<file path="config.mk">
export PLATFORM = sky130hd
export DESIGN_NAME = pixel_channel_remap_normal_z
export DESIGN_NICKNAME = d
export VERILOG_FILES = /design/src/rtl/pcrnz_pkg.sv /design/src/rtl/pcrnz_remap.sv /design/src/rtl/pcrnz_square.sv /design/src/rtl/pcrnz_sqrt_step.sv /design/src/rtl/pixel_channel_remap_normal_z.sv
export VERILOG_INCLUDE_DIRS = /design/src /design/src/rtl
export SDC_FILE = /design/constraint.sdc
export NUM_CORES = 1
export LEC_CHECK = 0
export ABC_CLOCK_PERIOD_IN_PS = 10300
export BUFFER_PORTS_ARGS = -buffer_cell sky130_fd_sc_hd__buf_2
export CORE_MARGIN = 5
export CORE_UTILIZATION = 40
export CTS_CLUSTER_SIZE = 8
export DETAILED_ROUTE_END_ITERATION = 8
export SLEW_MARGIN = 15
export SYNTH_ARGS = -nofsm -noshare
export SYNTH_HDL_FRONTEND = slang
export SYNTH_SLANG_ARGS = --single-unit
</file>
<file path="constraint.sdc">
create_clock -name clk -period 10.3 [get_ports clk]
set_input_delay 0 -clock clk [delete_from_list [all_inputs] [get_ports clk]]
set_output_delay 0 -clock clk [all_outputs]
set_load 0.02 [all_outputs]
</file>
<file path="src/rtl/pixel_channel_remap_normal_z_defines.svh">
// Assertion macros shared by the RTL
`ifndef PIXEL_CHANNEL_REMAP_NORMAL_Z_DEFINES_SVH
`define PIXEL_CHANNEL_REMAP_NORMAL_Z_DEFINES_SVH

`ifndef ASSERT_OFF
`define PCRNZ_ASSERT(lbl, prop, msg) \
	lbl: assert property (@(posedge clk) disable iff (!arst_n) (prop)) else $error(msg);
`define PCRNZ_ASSERT_NEXT(lbl, ante, cons, msg) \
	lbl: assert property (@(posedge clk) disable iff (!arst_n) (ante) |=> (cons)) else $error(msg);
`else
`define PCRNZ_ASSERT(lbl, prop, msg)
`define PCRNZ_ASSERT_NEXT(lbl, ante, cons, msg)
`endif

`endif

</file>
<file path="src/rtl/pcrnz_pkg.sv">
package pcrnz_pkg;

	localparam int CFG_IDX_W  = 3;
	localparam int CFG_DATA_W = 3;

	localparam logic [CFG_IDX_W-1:0] REG_REMAP_EN = 3'd0;
	localparam logic [CFG_IDX_W-1:0] REG_RED_SRC  = 3'd1;
	localparam logic [CFG_IDX_W-1:0] REG_GRN_SRC  = 3'd2;
	localparam logic [CFG_IDX_W-1:0] REG_BLU_SRC  = 3'd3;
	localparam logic [CFG_IDX_W-1:0] REG_ALP_SRC  = 3'd4;
	localparam logic [CFG_IDX_W-1:0] REG_NZ_EN    = 3'd5;

	localparam logic signed [9:0] NZ_OFFSET  = 10'sd255;
	localparam logic [16:0]       NZ_UNIT    = 17'd65025;
	localparam logic [15:0]       NZ_RAD_MAX = 16'd16256;
	localparam logic [7:0]        NZ_BIAS    = 8'd128;
	localparam logic [7:0]        CH_FULL    = 8'd255;
	localparam logic [7:0]        CH_ZERO    = 8'd0;

	typedef enum logic [2:0] {
		SEL_RED   = 3'd0,
		SEL_GREEN = 3'd1,
		SEL_BLUE  = 3'd2,
		SEL_ALPHA = 3'd3,
		SEL_ZERO  = 3'd4,
		SEL_FULL  = 3'd5
	} sel_t;

	typedef struct packed {
		logic       remap_en;
		sel_t       red_src;
		sel_t       green_src;
		sel_t       blue_src;
		sel_t       alpha_src;
		logic       nz_en;
	} cfg_t;

	typedef struct packed {
		logic [7:0] in_red;
		logic [7:0] in_green;
		logic [7:0] in_blue;
		logic [7:0] in_alpha;
	} pixel_in_t;

	typedef struct packed {
		logic [7:0] out_red;
		logic [7:0] out_green;
		logic [7:0] out_blue;
		logic [7:0] out_alpha;
	} pixel_out_t;

	typedef struct packed {
		logic [7:0] red;
		logic [7:0] green;
		logic [7:0] blue;
		logic [7:0] alpha;
	} rgba_t;

	typedef struct packed {
		rgba_t ch;
		logic  gate;
	} nz_px_t;

	typedef struct packed {
		nz_px_t     pix;
		logic [15:0] rad;
		logic [8:0]  rem;
		logic [7:0]  root;
	} sq_t;

endpackage

</file>
<file path="src/rtl/pcrnz_remap.sv">
module pcrnz_remap (
	input  logic                clk,
	input  logic                en,
	input  pcrnz_pkg::cfg_t     cfg,
	input  pcrnz_pkg::pixel_in_t d,
	output pcrnz_pkg::nz_px_t   q_s1
);

	pcrnz_pkg::rgba_t  src;
	pcrnz_pkg::nz_px_t nxt;

	function automatic logic [7:0] pick(pcrnz_pkg::sel_t sel, pcrnz_pkg::rgba_t s,
			logic [7:0] own);
		logic [7:0] r;
		unique case (sel)
			pcrnz_pkg::SEL_RED:   r = s.red;
			pcrnz_pkg::SEL_GREEN: r = s.green;
			pcrnz_pkg::SEL_BLUE:  r = s.blue;
			pcrnz_pkg::SEL_ALPHA: r = s.alpha;
			pcrnz_pkg::SEL_ZERO:  r = pcrnz_pkg::CH_ZERO;
			pcrnz_pkg::SEL_FULL:  r = pcrnz_pkg::CH_FULL;
			default:              r = own;
		endcase
		return r;
	endfunction

	always_comb begin
		src.red   = d.in_red;
		src.green = d.in_green;
		src.blue  = d.in_blue;
		src.alpha = d.in_alpha;
		nxt.ch    = src;
		if (cfg.remap_en) begin
			nxt.ch.red   = pick(cfg.red_src, src, src.red);
			nxt.ch.green = pick(cfg.green_src, src, src.green);
			nxt.ch.blue  = pick(cfg.blue_src, src, src.blue);
			nxt.ch.alpha = pick(cfg.alpha_src, src, src.alpha);
		end
		nxt.gate = cfg.nz_en && (!cfg.remap_en ||
			(cfg.blue_src inside {pcrnz_pkg::SEL_BLUE, pcrnz_pkg::SEL_ZERO,
				pcrnz_pkg::SEL_FULL}));
	end

	always_ff @(posedge clk) begin
		if (en) begin
			q_s1 <= nxt;
		end
	end

endmodule

</file>
<file path="src/rtl/pcrnz_square.sv">
`include "pixel_channel_remap_normal_z_defines.svh"

module pcrnz_square (
	input  logic              clk,
	input  logic              arst_n,
	input  logic              en_s2,
	input  logic              en_s3,
	input  logic              vld_s3,
	input  pcrnz_pkg::nz_px_t d,
	output pcrnz_pkg::sq_t    q_s3
);

	logic signed [9:0]  a_v;
	logic signed [9:0]  b_v;
	logic signed [19:0] aa_full;
	logic signed [19:0] bb_full;
	logic [15:0]        aa_s2;
	logic [15:0]        bb_s2;
	pcrnz_pkg::nz_px_t  pix_s2;
	logic [16:0]        sum_v;
	logic [16:0]        diff_v;
	logic [15:0]        rad_v;

	always_comb begin
		a_v     = $signed({1'b0, d.ch.red, 1'b0}) - pcrnz_pkg::NZ_OFFSET;
		b_v     = $signed({1'b0, d.ch.green, 1'b0}) - pcrnz_pkg::NZ_OFFSET;
		aa_full = a_v * a_v;
		bb_full = b_v * b_v;
	end

	always_ff @(posedge clk) begin
		if (en_s2) begin
			aa_s2  <= aa_full[15:0];
			bb_s2  <= bb_full[15:0];
			pix_s2 <= d;
		end
	end

	always_comb begin
		sum_v  = {1'b0, aa_s2} + {1'b0, bb_s2};
		diff_v = pcrnz_pkg::NZ_UNIT - sum_v;
		if (sum_v > pcrnz_pkg::NZ_UNIT) begin
			rad_v = '0;
		end else begin
			rad_v = {2'b00, diff_v[15:2]};
		end
	end

	always_ff @(posedge clk) begin
		if (en_s3) begin
			q_s3.pix  <= pix_s2;
			q_s3.rad  <= rad_v;
			q_s3.rem  <= '0;
			q_s3.root <= '0;
		end
	end

	`PCRNZ_ASSERT(a_rad_range, vld_s3 |-> (q_s3.rad <= pcrnz_pkg::NZ_RAD_MAX), "radicand out of range")

endmodule

</file>
<file path="src/rtl/pcrnz_sqrt_step.sv">
`include "pixel_channel_remap_normal_z_defines.svh"

module pcrnz_sqrt_step (
	input  logic           clk,
	input  logic           arst_n,
	input  logic           en,
	input  logic           vld,
	input  pcrnz_pkg::sq_t d,
	output pcrnz_pkg::sq_t q
);

	logic [10:0] rem_v;
	logic [10:0] cur;
	logic [10:0] trial;
	logic [7:0]  root_v;
	logic [15:0] rad_v;

	// four root digits, two radicand bits each
	always_comb begin
		rem_v  = {2'b00, d.rem};
		root_v = d.root;
		rad_v  = d.rad;
		cur    = '0;
		trial  = '0;
		for (int i = 0; i < 4; i++) begin
			cur   = {rem_v[8:0], rad_v[15:14]};
			trial = {1'b0, root_v, 2'b01};
			rad_v = {rad_v[13:0], 2'b00};
			if (cur >= trial) begin
				rem_v  = cur - trial;
				root_v = {root_v[6:0], 1'b1};
			end else begin
				rem_v  = cur;
				root_v = {root_v[6:0], 1'b0};
			end
		end
	end

	always_ff @(posedge clk) begin
		if (en) begin
			q.pix  <= d.pix;
			q.rad  <= rad_v;
			q.rem  <= rem_v[8:0];
			q.root <= root_v;
		end
	end

	`PCRNZ_ASSERT(a_rem_bound, vld |-> (q.rem <= {q.root, 1'b0}), "root remainder too large")

endmodule

</file>
<file path="src/rtl/pixel_channel_remap_normal_z.sv">
// Path: an accepted pixel beat is registered in the remap, squares, radicand and two square root
// stages in turn; res_valid is the valid bit of the last of them.
// Throughput: one pixel per cycle through five register stages (remap, squares, radicand,
// two four-digit square root stages); res_ready low holds full stages, empty ones still fill.
// Reset: arst_n clears all stage valid bits and returns the settings to pass-through
// with normal reconstruction off.
`include "pixel_channel_remap_normal_z_defines.svh"

module pixel_channel_remap_normal_z (
	input  logic                                 clk,
	input  logic                                 arst_n,
	input  logic                                 px_valid,
	output logic                                 px_ready,
	input  pcrnz_pkg::pixel_in_t                 px_data,
	output logic                                 res_valid,
	input  logic                                 res_ready,
	output pcrnz_pkg::pixel_out_t                res_data,
	input  logic                                 cfg_we,
	input  logic [pcrnz_pkg::CFG_IDX_W-1:0]      cfg_idx,
	input  logic [pcrnz_pkg::CFG_DATA_W-1:0]     cfg_wdata
);

	pcrnz_pkg::cfg_t   cfg_q;
	pcrnz_pkg::nz_px_t s1;
	pcrnz_pkg::sq_t    s3;
	pcrnz_pkg::sq_t    s4;
	pcrnz_pkg::sq_t    s5;

	logic vld_s1, vld_s2, vld_s3, vld_s4, vld_s5;
	logic rdy1, rdy2, rdy3, rdy4, rdy5;

	always_ff @(posedge clk or negedge arst_n) begin
		if (!arst_n) begin
			cfg_q.remap_en  <= 1'b0;
			cfg_q.red_src   <= pcrnz_pkg::SEL_RED;
			cfg_q.green_src <= pcrnz_pkg::SEL_GREEN;
			cfg_q.blue_src  <= pcrnz_pkg::SEL_BLUE;
			cfg_q.alpha_src <= pcrnz_pkg::SEL_ALPHA;
			cfg_q.nz_en     <= 1'b0;
		end else if (cfg_we) begin
			unique case (cfg_idx)
				pcrnz_pkg::REG_REMAP_EN: cfg_q.remap_en  <= cfg_wdata[0];
				pcrnz_pkg::REG_RED_SRC:  cfg_q.red_src   <= pcrnz_pkg::sel_t'(cfg_wdata);
				pcrnz_pkg::REG_GRN_SRC:  cfg_q.green_src <= pcrnz_pkg::sel_t'(cfg_wdata);
				pcrnz_pkg::REG_BLU_SRC:  cfg_q.blue_src  <= pcrnz_pkg::sel_t'(cfg_wdata);
				pcrnz_pkg::REG_ALP_SRC:  cfg_q.alpha_src <= pcrnz_pkg::sel_t'(cfg_wdata);
				pcrnz_pkg::REG_NZ_EN:    cfg_q.nz_en     <= cfg_wdata[0];
				default: ;
			endcase
		end
	end

	// advance a stage when it is empty or the one after it advances
	assign rdy5     = !vld_s5 || res_ready;
	assign rdy4     = !vld_s4 || rdy5;
	assign rdy3     = !vld_s3 || rdy4;
	assign rdy2     = !vld_s2 || rdy3;
	assign rdy1     = !vld_s1 || rdy2;
	assign px_ready = rdy1;

	always_ff @(posedge clk or negedge arst_n) begin
		if (!arst_n) begin
			vld_s1 <= 1'b0;
			vld_s2 <= 1'b0;
			vld_s3 <= 1'b0;
			vld_s4 <= 1'b0;
			vld_s5 <= 1'b0;
		end else begin
			if (rdy1) begin
				vld_s1 <= px_valid;
			end
			if (rdy2) begin
				vld_s2 <= vld_s1;
			end
			if (rdy3) begin
				vld_s3 <= vld_s2;
			end
			if (rdy4) begin
				vld_s4 <= vld_s3;
			end
			if (rdy5) begin
				vld_s5 <= vld_s4;
			end
		end
	end

	pcrnz_remap u_remap (
		.clk  (clk),
		.en   (px_valid && rdy1),
		.cfg  (cfg_q),
		.d    (px_data),
		.q_s1 (s1)
	);

	pcrnz_square u_square (
		.clk    (clk),
		.arst_n (arst_n),
		.en_s2  (vld_s1 && rdy2),
		.en_s3  (vld_s2 && rdy3),
		.vld_s3 (vld_s3),
		.d      (s1),
		.q_s3   (s3)
	);

	pcrnz_sqrt_step u_sqrt_hi (
		.clk    (clk),
		.arst_n (arst_n),
		.en     (vld_s3 && rdy4),
		.vld    (vld_s4),
		.d      (s3),
		.q      (s4)
	);

	pcrnz_sqrt_step u_sqrt_lo (
		.clk    (clk),
		.arst_n (arst_n),
		.en     (vld_s4 && rdy5),
		.vld    (vld_s5),
		.d      (s4),
		.q      (s5)
	);

	assign res_valid          = vld_s5;
	assign res_data.out_red   = s5.pix.ch.red;
	assign res_data.out_green = s5.pix.ch.green;
	assign res_data.out_blue  = s5.pix.gate ? (s5.root + pcrnz_pkg::NZ_BIAS) : s5.pix.ch.blue;
	assign res_data.out_alpha = s5.pix.ch.alpha;

	`PCRNZ_ASSERT_NEXT(a_accept_fills_s1, px_valid && px_ready, vld_s1, "accepted beat not captured")
	`PCRNZ_ASSERT_NEXT(a_stall_keeps_s4, vld_s4 && vld_s5 && !res_ready, vld_s4, "beat dropped under stall")
	`PCRNZ_ASSERT(a_nz_upper_half, (res_valid && s5.pix.gate) |-> res_data.out_blue[7], "normal z below bias")

endmodule

</file>
## Word level (Yosys, flattened, before mapping)

Cells that the tools add are included.

- Output and inout port bits: 34
- Word-level logic and storage cells: 140
- Register bits: 261

- Magnitude comparators: 9
- Multiply operators: 2
- $add $sub $neg: 12
- Mux-type cells: 21
- Equality and inequality tests: 23
- Reduce and logical (&&, ||, !) cells: 29

Operators with widths:

| cell | number |
|---|---|
| case mux 8 bit (5 select lines) | 4 |
| two-way mux 9 bit | 7 |
| multiplier 10 x 10 -> 16 bit | 2 |
| two-way mux 32 bit | 1 |
| equality test 3 bit, second input constant | 10 |
| equality test 3 x 2 -> 1 bit, second input constant | 9 |
| subtractor 9 x 8 -> 10 bit, second input constant | 2 |
| adder 16 x 16 -> 17 bit | 1 |
| greater-than comparator 17 x 16 -> 1 bit, second input constant | 1 |
| subtractor 16 bit, first input constant | 1 |
| equality test 3 x 1 -> 1 bit, second input constant | 4 |
| zero test 3 bit | 4 |
| AND reduction 2 bit | 6 |
| >= comparator 11 x 3 -> 1 bit | 1 |
| >= comparator 11 x 4 -> 1 bit | 1 |
| >= comparator 11 x 5 -> 1 bit | 1 |
| >= comparator 11 x 6 -> 1 bit | 1 |
| >= comparator 11 x 7 -> 1 bit | 1 |
| >= comparator 11 x 8 -> 1 bit | 1 |
| >= comparator 11 x 9 -> 1 bit | 1 |
| subtractor 9 x 3 -> 9 bit | 1 |
| subtractor 9 x 4 -> 9 bit | 1 |
| subtractor 9 x 5 -> 9 bit | 1 |
| subtractor 9 x 6 -> 9 bit | 1 |
| 11 further kinds | 33 |

## Logic depth before layout (Yosys ltp)

Gate-level depths: netlist (run 1).

- Word-level depth: 8
- Depth in mapped cells: 36
- Gate-level depth less buffers: 34

## Cells and area by module

A second synthesis (run 1) with hierarchy kept.

- Cell total of the unflattened synthesis: 1,949
- Area, all modules: 21,261.6 um2

By module, submodules not included:

| module | area an instance (um2) | cells an instance | instances |
|---|---|---|---|
| pcrnz_square | 9,972.1 | 881 | 1 |
| pcrnz_sqrt_step | 4,053.9 | 398 | 2 |
| pcrnz_remap | 2,265.9 | 207 | 1 |
| pixel_channel_remap_normal_z | 915.9 | 65 | 1 |

## Worst setup path after synthesis (run 1)

Ideal clock, no wire load.

- Path type: flip-flop to flip-flop
- Start point: register u_sqrt_hi.q[1] (netlist name)
- End point: register u_sqrt_lo.q[0] (netlist name), data pin
- Data required time: 10,029 ps
- Period minus slack after synthesis: 6,667 ps
- Setup slack: 3,633 ps
- Data arrival time: 6,396 ps
- Buffers on the path: 2
- Setup time: 271 ps
- Stages on the path, launching flop included: 35
- Cell sequence: edfxtp_1 inv_1 ha_1 buf_6 a21oi_1 a21oi_1 nor2_2 inv_2 mux2i_1 inv_1 ha_1 and3_1 and3_1 o211ai_2 nand3_2 nor4_4 nand2_1 inv_2 o21ai_0 ha_1 nand2_1 nand2b_1 or3_1 a211oi_1 nor2_1 or4_4 buf_6 mux2_4 ha_1 nand4_1 nor2_1 o21ai_0 nor4_1 a211oi_1 o221ai_1

- Word-level cells in the longest chain between the ends: 8
- Elaborated cells between the ends (all ways): 14
- Those cells by class: add/sub: 3; order compare: 4; mux: 7

RTL lines:

| element | line | text |
|---|---|---|
| start, declared | pcrnz_sqrt_step.sv:9 | `output pcrnz_pkg::sq_t q` |
| >= comparator 11 x 6 -> 1 bit | pcrnz_sqrt_step.sv:29 | `if (cur >= trial) begin` |
| two-way mux 1 bit | pcrnz_sqrt_step.sv:29 |  |
| net u_sqrt_lo.root_v[3] | pcrnz_sqrt_step.sv:15 | `logic [7:0] root_v;` |
| >= comparator 11 x 7 -> 1 bit | pcrnz_sqrt_step.sv:29 |  |
| two-way mux 1 bit | pcrnz_sqrt_step.sv:29 |  |
| net u_sqrt_lo.root_v[2] | pcrnz_sqrt_step.sv:15 |  |
| >= comparator 11 x 8 -> 1 bit | pcrnz_sqrt_step.sv:29 |  |
| two-way mux 1 bit | pcrnz_sqrt_step.sv:29 |  |
| net u_sqrt_lo.root_v[1] | pcrnz_sqrt_step.sv:15 |  |
| >= comparator 11 x 9 -> 1 bit | pcrnz_sqrt_step.sv:29 |  |
| two-way mux 1 bit | pcrnz_sqrt_step.sv:29 |  |
| net u_sqrt_lo.root_v[0] | pcrnz_sqrt_step.sv:15 |  |
| end, declared | pcrnz_sqrt_step.sv:9 |  |

The timed path passes the listed nets, and every way through them passes these cells.
A chain may end at the register's enable or synchronous reset.

## Worst setup path after layout (run 1)

- Start point: register u_sqrt_hi.q[1] (netlist name)
- End point: register u_sqrt_lo.q[0] (netlist name), data pin

- Word-level cells in the longest chain between the ends: 8
- Elaborated cells between the ends (all ways): 14
- Those cells by class: add/sub: 3; order compare: 4; mux: 7

RTL lines:

| element | line |
|---|---|
| >= comparator 11 x 6 -> 1 bit (*) | pcrnz_sqrt_step.sv:29 |
| two-way mux 1 bit (*) | pcrnz_sqrt_step.sv:29 |
| net u_sqrt_lo.root_v[3] | pcrnz_sqrt_step.sv:15 |
| >= comparator 11 x 7 -> 1 bit (*) | pcrnz_sqrt_step.sv:29 |
| two-way mux 1 bit (*) | pcrnz_sqrt_step.sv:29 |
| net u_sqrt_lo.root_v[2] | pcrnz_sqrt_step.sv:15 |
| subtractor 9 x 8 -> 9 bit / >= comparator 11 x 8 -> 1 bit (equally long branches) | pcrnz_sqrt_step.sv:30, pcrnz_sqrt_step.sv:29 |
| two-way mux 9 bit / two-way mux 1 bit (equally long branches) | pcrnz_sqrt_step.sv:29 |
| >= comparator 11 x 9 -> 1 bit (*) | pcrnz_sqrt_step.sv:29 |
| two-way mux 1 bit (*) | pcrnz_sqrt_step.sv:29 |
| net u_sqrt_lo.root_v[0] | pcrnz_sqrt_step.sv:15 |

Mark *: on every way through the listed nets, which the timed path passes. The rest lies on a longest branch.

==> metrics, run 1 <==
GRT Util Overall=16.3%; H-Tree Depth=2; Worst R2R End=u_sqrt_lo.q[0]; Worst Skew=27.2 ps; leading cell type in the layout, fill and taps excluded=edfxtp_1; drt first pass iters=5; routed length per instance=17.1 µm; worst hold-check path type=input pin to flip-flop; reg2reg setup slack=2310 ps; FF+latch count, synth=253; ys flop type=edfxtp_1; FF+latch area=7510 µm²; Seq/Total Area, Yosys=43.2%; crit end category=flip-flop; Post-DP HPWL=27.6 mm; Avg Inst Size Synth=11.6 µm²; gpl congestion=0.876; Synth async-reset ratio=7.51%; CTS Sinks=253; commonest non-fill, non-tap cells in the layout=edfxtp_1, inv_1, ha_1; maximum net fanout on the critical path=11; Syn-to-layout area delta=14.1%; PortBufs=76; kind of critical path=flip-flop to flip-flop; via count=11200; latest clock arrival within the worst-skew pair=550 ps; post-route ant nets=0; drt drc=0; outcome=complete, no violations; grt total ovfl=0; Finish-stage setup viols=0; hold path start=px_data[12]; Max Cap Violations=0; Synth Area in Simple Gates=9.01%; post-synthesis xor/xnor area fraction=4.84%; worst reg2reg startpoint=u_sqrt_hi.q[1]; combinational family with the most area after synthesis=adder cells; Filler cells=3975; Fin Setup TNS=0 ps; post-layout minimum cycle time=7990 ps; most common cell type on the critical path=ha_1; period utilization=77.5%; clk slew on worst S/H paths=50 ps; num ports=77; mux cell area share after synthesis=3.54%; Yosys Warn Count=0; Post-synth EDFFs=234; hold path cells=4; root buffer cell=clkbuf_16; Die Ht=218 µm; CTS tree=built; complex-gate fraction of the synthesized area=9.57%; Setup Fix Bufs, Post-CTS=0; clk buf depth=3; Worst EP required=10670 ps; achievable frequency=0.125 GHz; antenna diode count=0; biggest cell delay along the critical path=530 ps; multi-input logic area=8820 µm²; largest net degree at the start of global routing=62; cells resized by post-CTS repair=0; Die Wd=218 µm; total nets after synthesis=1806; cells after synthesis=1502; Critical Path Start Type=flip-flop; area share of fa/ha/maj cells after synthesis=23.8%; initial antenna violation count=0; share of cells above drive strength 1=11.8%; unrepaired setup endpoints after global routing=false; Initial Utilization=40.4%; Reg2Reg Depth=33; Post-Syn Area=17400 µm²; Fin. Hold Viols=0; CORE AREA=43000 µm²; initial drt markers=645; Die ar.=47700 µm²; Worst-Margin Slew=865 ps; fin. max-slew vios=0; slowest CP cell=or4_4; critical path arrival=8360 ps; clock buffer count from CTS=38; relative slew slack=41.6%; vias in the first global route=11800; final wirelength=37.8 mm; Rows=76; first-pass GRT wire length=61.8 mm; Yosys cell types=76; via/cell ratio=5.07; nets=1925; worst hold endpoint=u_remap.q_s1[29]
==> worst max path at each step <==
| stage | slack (ps) | cells past startpoint | end | start |
|---|---|---|---|---|
| floorplan | 3630 | 34 | u_sqrt_lo.q[0] | u_sqrt_hi.q[1] |
| global placement | 2510 | 33 | u_sqrt_lo.q[0] | u_sqrt_hi.q[1] |
| detailed placement | 2420 | 33 | u_sqrt_lo.q[0] | u_sqrt_hi.q[1] |
| CTS | 2400 | 33 | u_sqrt_lo.q[0] | u_sqrt_hi.q[1] |
| global route | 1730 | 33 | u_sqrt_lo.q[0] | u_sqrt_hi.q[1] |
| finish | 2310 | 33 | u_sqrt_lo.q[0] | u_sqrt_hi.q[1] |
==> synth_stat cells, types with 10 or more instances <==
library cell	n	share of area, %
edfxtp_1	234	40
inv_1	196	4.2
ha_1	146	11
fa_1	115	13
nor2_1	101	2.2
nand2_1	90	1.9
a21oi_1	79	2.3
xnor2_1	73	3.7
o21ai_0	71	2.0
mux2i_1	33	1.9
buf_4	24	1.0
mux2_2	24	1.6
xor2_1	23	1.2
clkbuf_1	22	0.48
nor2b_1	19	0.68
and2_1	18	0.65
a211oi_1	17	0.73
nor3_1	16	0.46
o21bai_1	16	0.69
dfrtp_1	15	2.2
a21o_1	14	0.61
or2_2	14	0.50
o211ai_1	13	0.56
nand2b_1	10	0.36
nand3_1	10	0.29
o22a_1	10	0.50
==> per-layer routing <==
metal | wire (µm) | vias to the layer above | share of wire (%) | global-route usage [%]
li1 | - | 5406 | - | -
met2 | 17800 | 282 | 47 | 26.9
met1 | 17100 | 5476 | 45 | 22.1
met5 | 0 | - | 0 | 0
met3 | 1880 | 80 | 5.0 | 3.08
met4 | 1020 | 0 | 2.7 | 4.75
==> cells by family (layout without fill, tap and decap cells) <==
kind of cell             count (synthesis)  count (layout)
adder cells (fa/ha/maj)                261             261
AND/OR/NAND/NOR                        320             320
multiplexers                            58              58
AO/OA/AOI/OAI                          262             262
flip-flops                             253             253
buffers and inverters                  252             381
XOR/XNOR                                96              96
==> area by class of cell <==
cell class | count | share of cell area (%)
clock inverters | 5 | 0.366
flip-flops and latches | 253 | 37.9
clock buffers | 45 | 5.04
inverters | 198 | 3.75
repair buffers | 133 | 4.74
multi-input cells | 997 | 44.5
well taps | 585 | 3.69
==> sequential cells by signal (all words and copies together), names as in the netlist <==
name             count
u_sqrt_hi.q         53
u_square.q_s3       47
u_sqrt_lo.q         40
u_remap.q_s1        33
u_square.pix_s2     33
cfg_q               14
u_square.aa_s2      14
u_square.bb_s2      14
res_valid            1
vld_s1               1
vld_s2               1
vld_s3               1
vld_s4               1
==> per-stage QoR <==
step                area [µm²]  hold WS (ps)  cells  util, %  setup slack [ps]
CTS                      19800           124   2216     46.1              2400
finish                   19800           161   2216     46.1              2310
global route             19800           179   2216     46.1              1730
global placement         18200         -37.4   2114     42.4              2510
floorplan                17400          -296   1502        -              3630
detailed placement       18200         -28.0   2114     42.4              2420
==> repair_timing <==
action                                  CTS  global route
endpoints found under the hold margin    70             0
hold buffers                             52             0
endpoints found under the setup margin    0             0
==> critical path, delay by kind of cell (launching register included) <==
family,cells,cell delay (ps)
AND/OR/NAND/NOR,15,3380
buffers and inverters,4,640
adder cells (fa/ha/maj),4,1380
AO/OA/AOI/OAI,8,1420
multiplexers,2,600
flip-flops,1,380
Power of run 1 is left out: the tool's default activity adds up to more than one toggle a clock period on the data nets, which glitch-free logic cannot reach.
==> run 2, diff against run 1 <==
Settings changed: ABC_CLOCK_PERIOD_IN_PS 10300 to 7500.
Clock period 10.3 ns to 7.5 ns, I/O delays scaled along.
==> run 2 against run 1 <==
Against the previous run: register-to-register slack worse by 1900 ps; sequential share of layout area down 0.20 points; maximum frequency increased by 12%; final area grew 0.53%; die area unchanged; count of clock-buffer cells in the layout rose by 1; first-iteration DRC count down 13%; setup slack worse by 1900 ps.
==> metrics, run 2 (same netlist as run 1, synthesis figures left out) <==
post-layout minimum cycle time=7100 ps (-886 ps); biggest cell delay along the critical path=490 ps (-40 ps); CTS tree=built; H-Tree Depth=2 (unchanged); drt first pass iters=4 (-1); worst reg2reg startpoint=u_sqrt_hi.q[2]; max FFs per register=53 (unchanged); vias in the first global route=11800 (-0.63%); CP delay by family, top=simple AND/OR/NAND/NOR gates; outcome=complete, no violations; period utilization=94.7% (+17 points); post-route ant nets=0 (unchanged); Worst Skew=23.0 ps (-4.21 ps); Die ar.=47700 µm² (unchanged); Post-DP HPWL=27.9 mm (+1.2%); top flop regs=u_sqrt_hi.q (53), u_square.q_s3 (47), u_sqrt_lo.q (40); grt total ovfl=0 (unchanged); worst hold-check path type=input pin to flip-flop; FF+latch area=7510 µm² (unchanged); Finish-stage setup viols=0 (unchanged); clock buffer count from CTS=38 (unchanged); fin area=19900 µm² (+0.53%); final wirelength=38.0 mm (+0.61%); num ports=77 (unchanged); clk slew on worst S/H paths=50 ps (about the same); Rows=76 (unchanged); kind of critical path=flip-flop to flip-flop; Critical Path Start Type=flip-flop; initial antenna violation count=0 (unchanged); relative slew slack=41.6% (about the same); CORE AREA=43000 µm² (unchanged); clk buf depth=3 (unchanged); worst path bufs/invs=4 (unchanged); GRT Util Overall=16.4% (+0.12 points); antenna diode count=0 (unchanged); Post-Place Cell Area=18300 µm² (+0.25%); Max Cap Violations=0 (unchanged); commonest non-fill, non-tap cells in the layout=edfxtp_1, inv_1, ha_1; reg2reg setup slack=400 ps (-1910 ps); Largest Register=u_sqrt_hi.q; crit end category=flip-flop; CTS Sinks=253 (unchanged); latest clock arrival within the worst-skew pair=550 ps (about the same); achievable frequency=0.141 GHz (+12%); most common cell type on the critical path=ha_1; hold path start=px_data[12]; initial drt markers=564 (-13%); multi-input logic area=8850 µm² (+0.34%); Filler cells=4021 (+1.2%); root buffer cell=clkbuf_16; share of cells above drive strength 1=12.4% (+0.61 points); drt drc=0 (unchanged); via count=11300 (+0.40%); maximum net fanout on the critical path=8 (-3); fin. max-slew vios=0 (unchanged); worst hold margin=149 ps (-11.8 ps); critical path startpoint=u_sqrt_hi.q[2]; PortBufs=76 (unchanged); Initial Utilization=40.4% (unchanged); slowest CP cell=or4_4; leading cell type in the layout, fill and taps excluded=edfxtp_1; gpl congestion=0.905 (+3.3%); via/cell ratio=5.07 (about the same); nets=1933 (+0.42%); Fin. Hold Viols=0 (unchanged); Syn-to-layout area delta=14.7%; routed length per instance=17.1 µm (+0.20%); critical path arrival=7370 ps (-990 ps); Worst-Margin Slew=876 ps (+10.7 ps); Die Ht=218 µm (unchanged); first-pass GRT wire length=61.8 mm (unchanged); Worst EP required=7770 ps (-2900 ps); Setup Fix Bufs, Post-CTS=0 (unchanged); largest net degree at the start of global routing=62 (unchanged); Die Wd=218 µm (unchanged)
## run 2: metal layers
metal / track usage (%) / up-vias / share of wire [%]
met5: 0 / - / 0
met4: 6.11 / 0 / 3.0
met3: 2.81 / 74 / 4.6
met2: 26.9 / 267 / 47
met1: 22.0 / 5534 / 45
li1: - / 5414 / -
## run 2: repair_timing
item,CTS,global route
endpoints found under the hold margin,70,0
setup endpoints to repair,0,1
hold buffers,54,0
gates resized for setup,0,9
## run 2: final cells by class
cell class              instances  area share, %
clock buffers                  46           5.07
clock inverters                 5          0.352
inverters                     198           3.73
multi-input cells             997           44.4
flip-flops and latches        253           37.7
well taps                     585           3.67
repair buffers                141           5.04
## run 2: through the flow
stage          instances  TNS (ps)  utilization, %  setup WS [ps]
2_1_floorplan       1502         0               -            833
3_3_place_gp        2120         0            42.5            339
6_report            2225         0            46.3            401
3_5_place_dp        2120         0            42.5            220
4_1_cts             2225         0            46.3            156
5_1_grt             2225     -11.5            46.3          -11.5
## run 2: final timing paths
| kind | to | cells after the start |
|---|---|---|
| setup / recovery | u_sqrt_lo.q[0] | 33 |
| hold / removal | u_remap.q_s1[29] | 4 |
| setup reg to reg | u_sqrt_lo.q[0] | 33 |
| hold reg to reg | u_sqrt_hi.q[50] | 0 |
| max in group asynchronous | cfg_q[3] | 4 |
| min in group asynchronous | cfg_q[7] | 3 |
## run 2: tightest hold or removal path: stages
cell and delay [ps]:
buf_2 150, mux2i_1 130, o22a_1 140, o21ai_0 80
Power of run 2 is left out for the same reason.
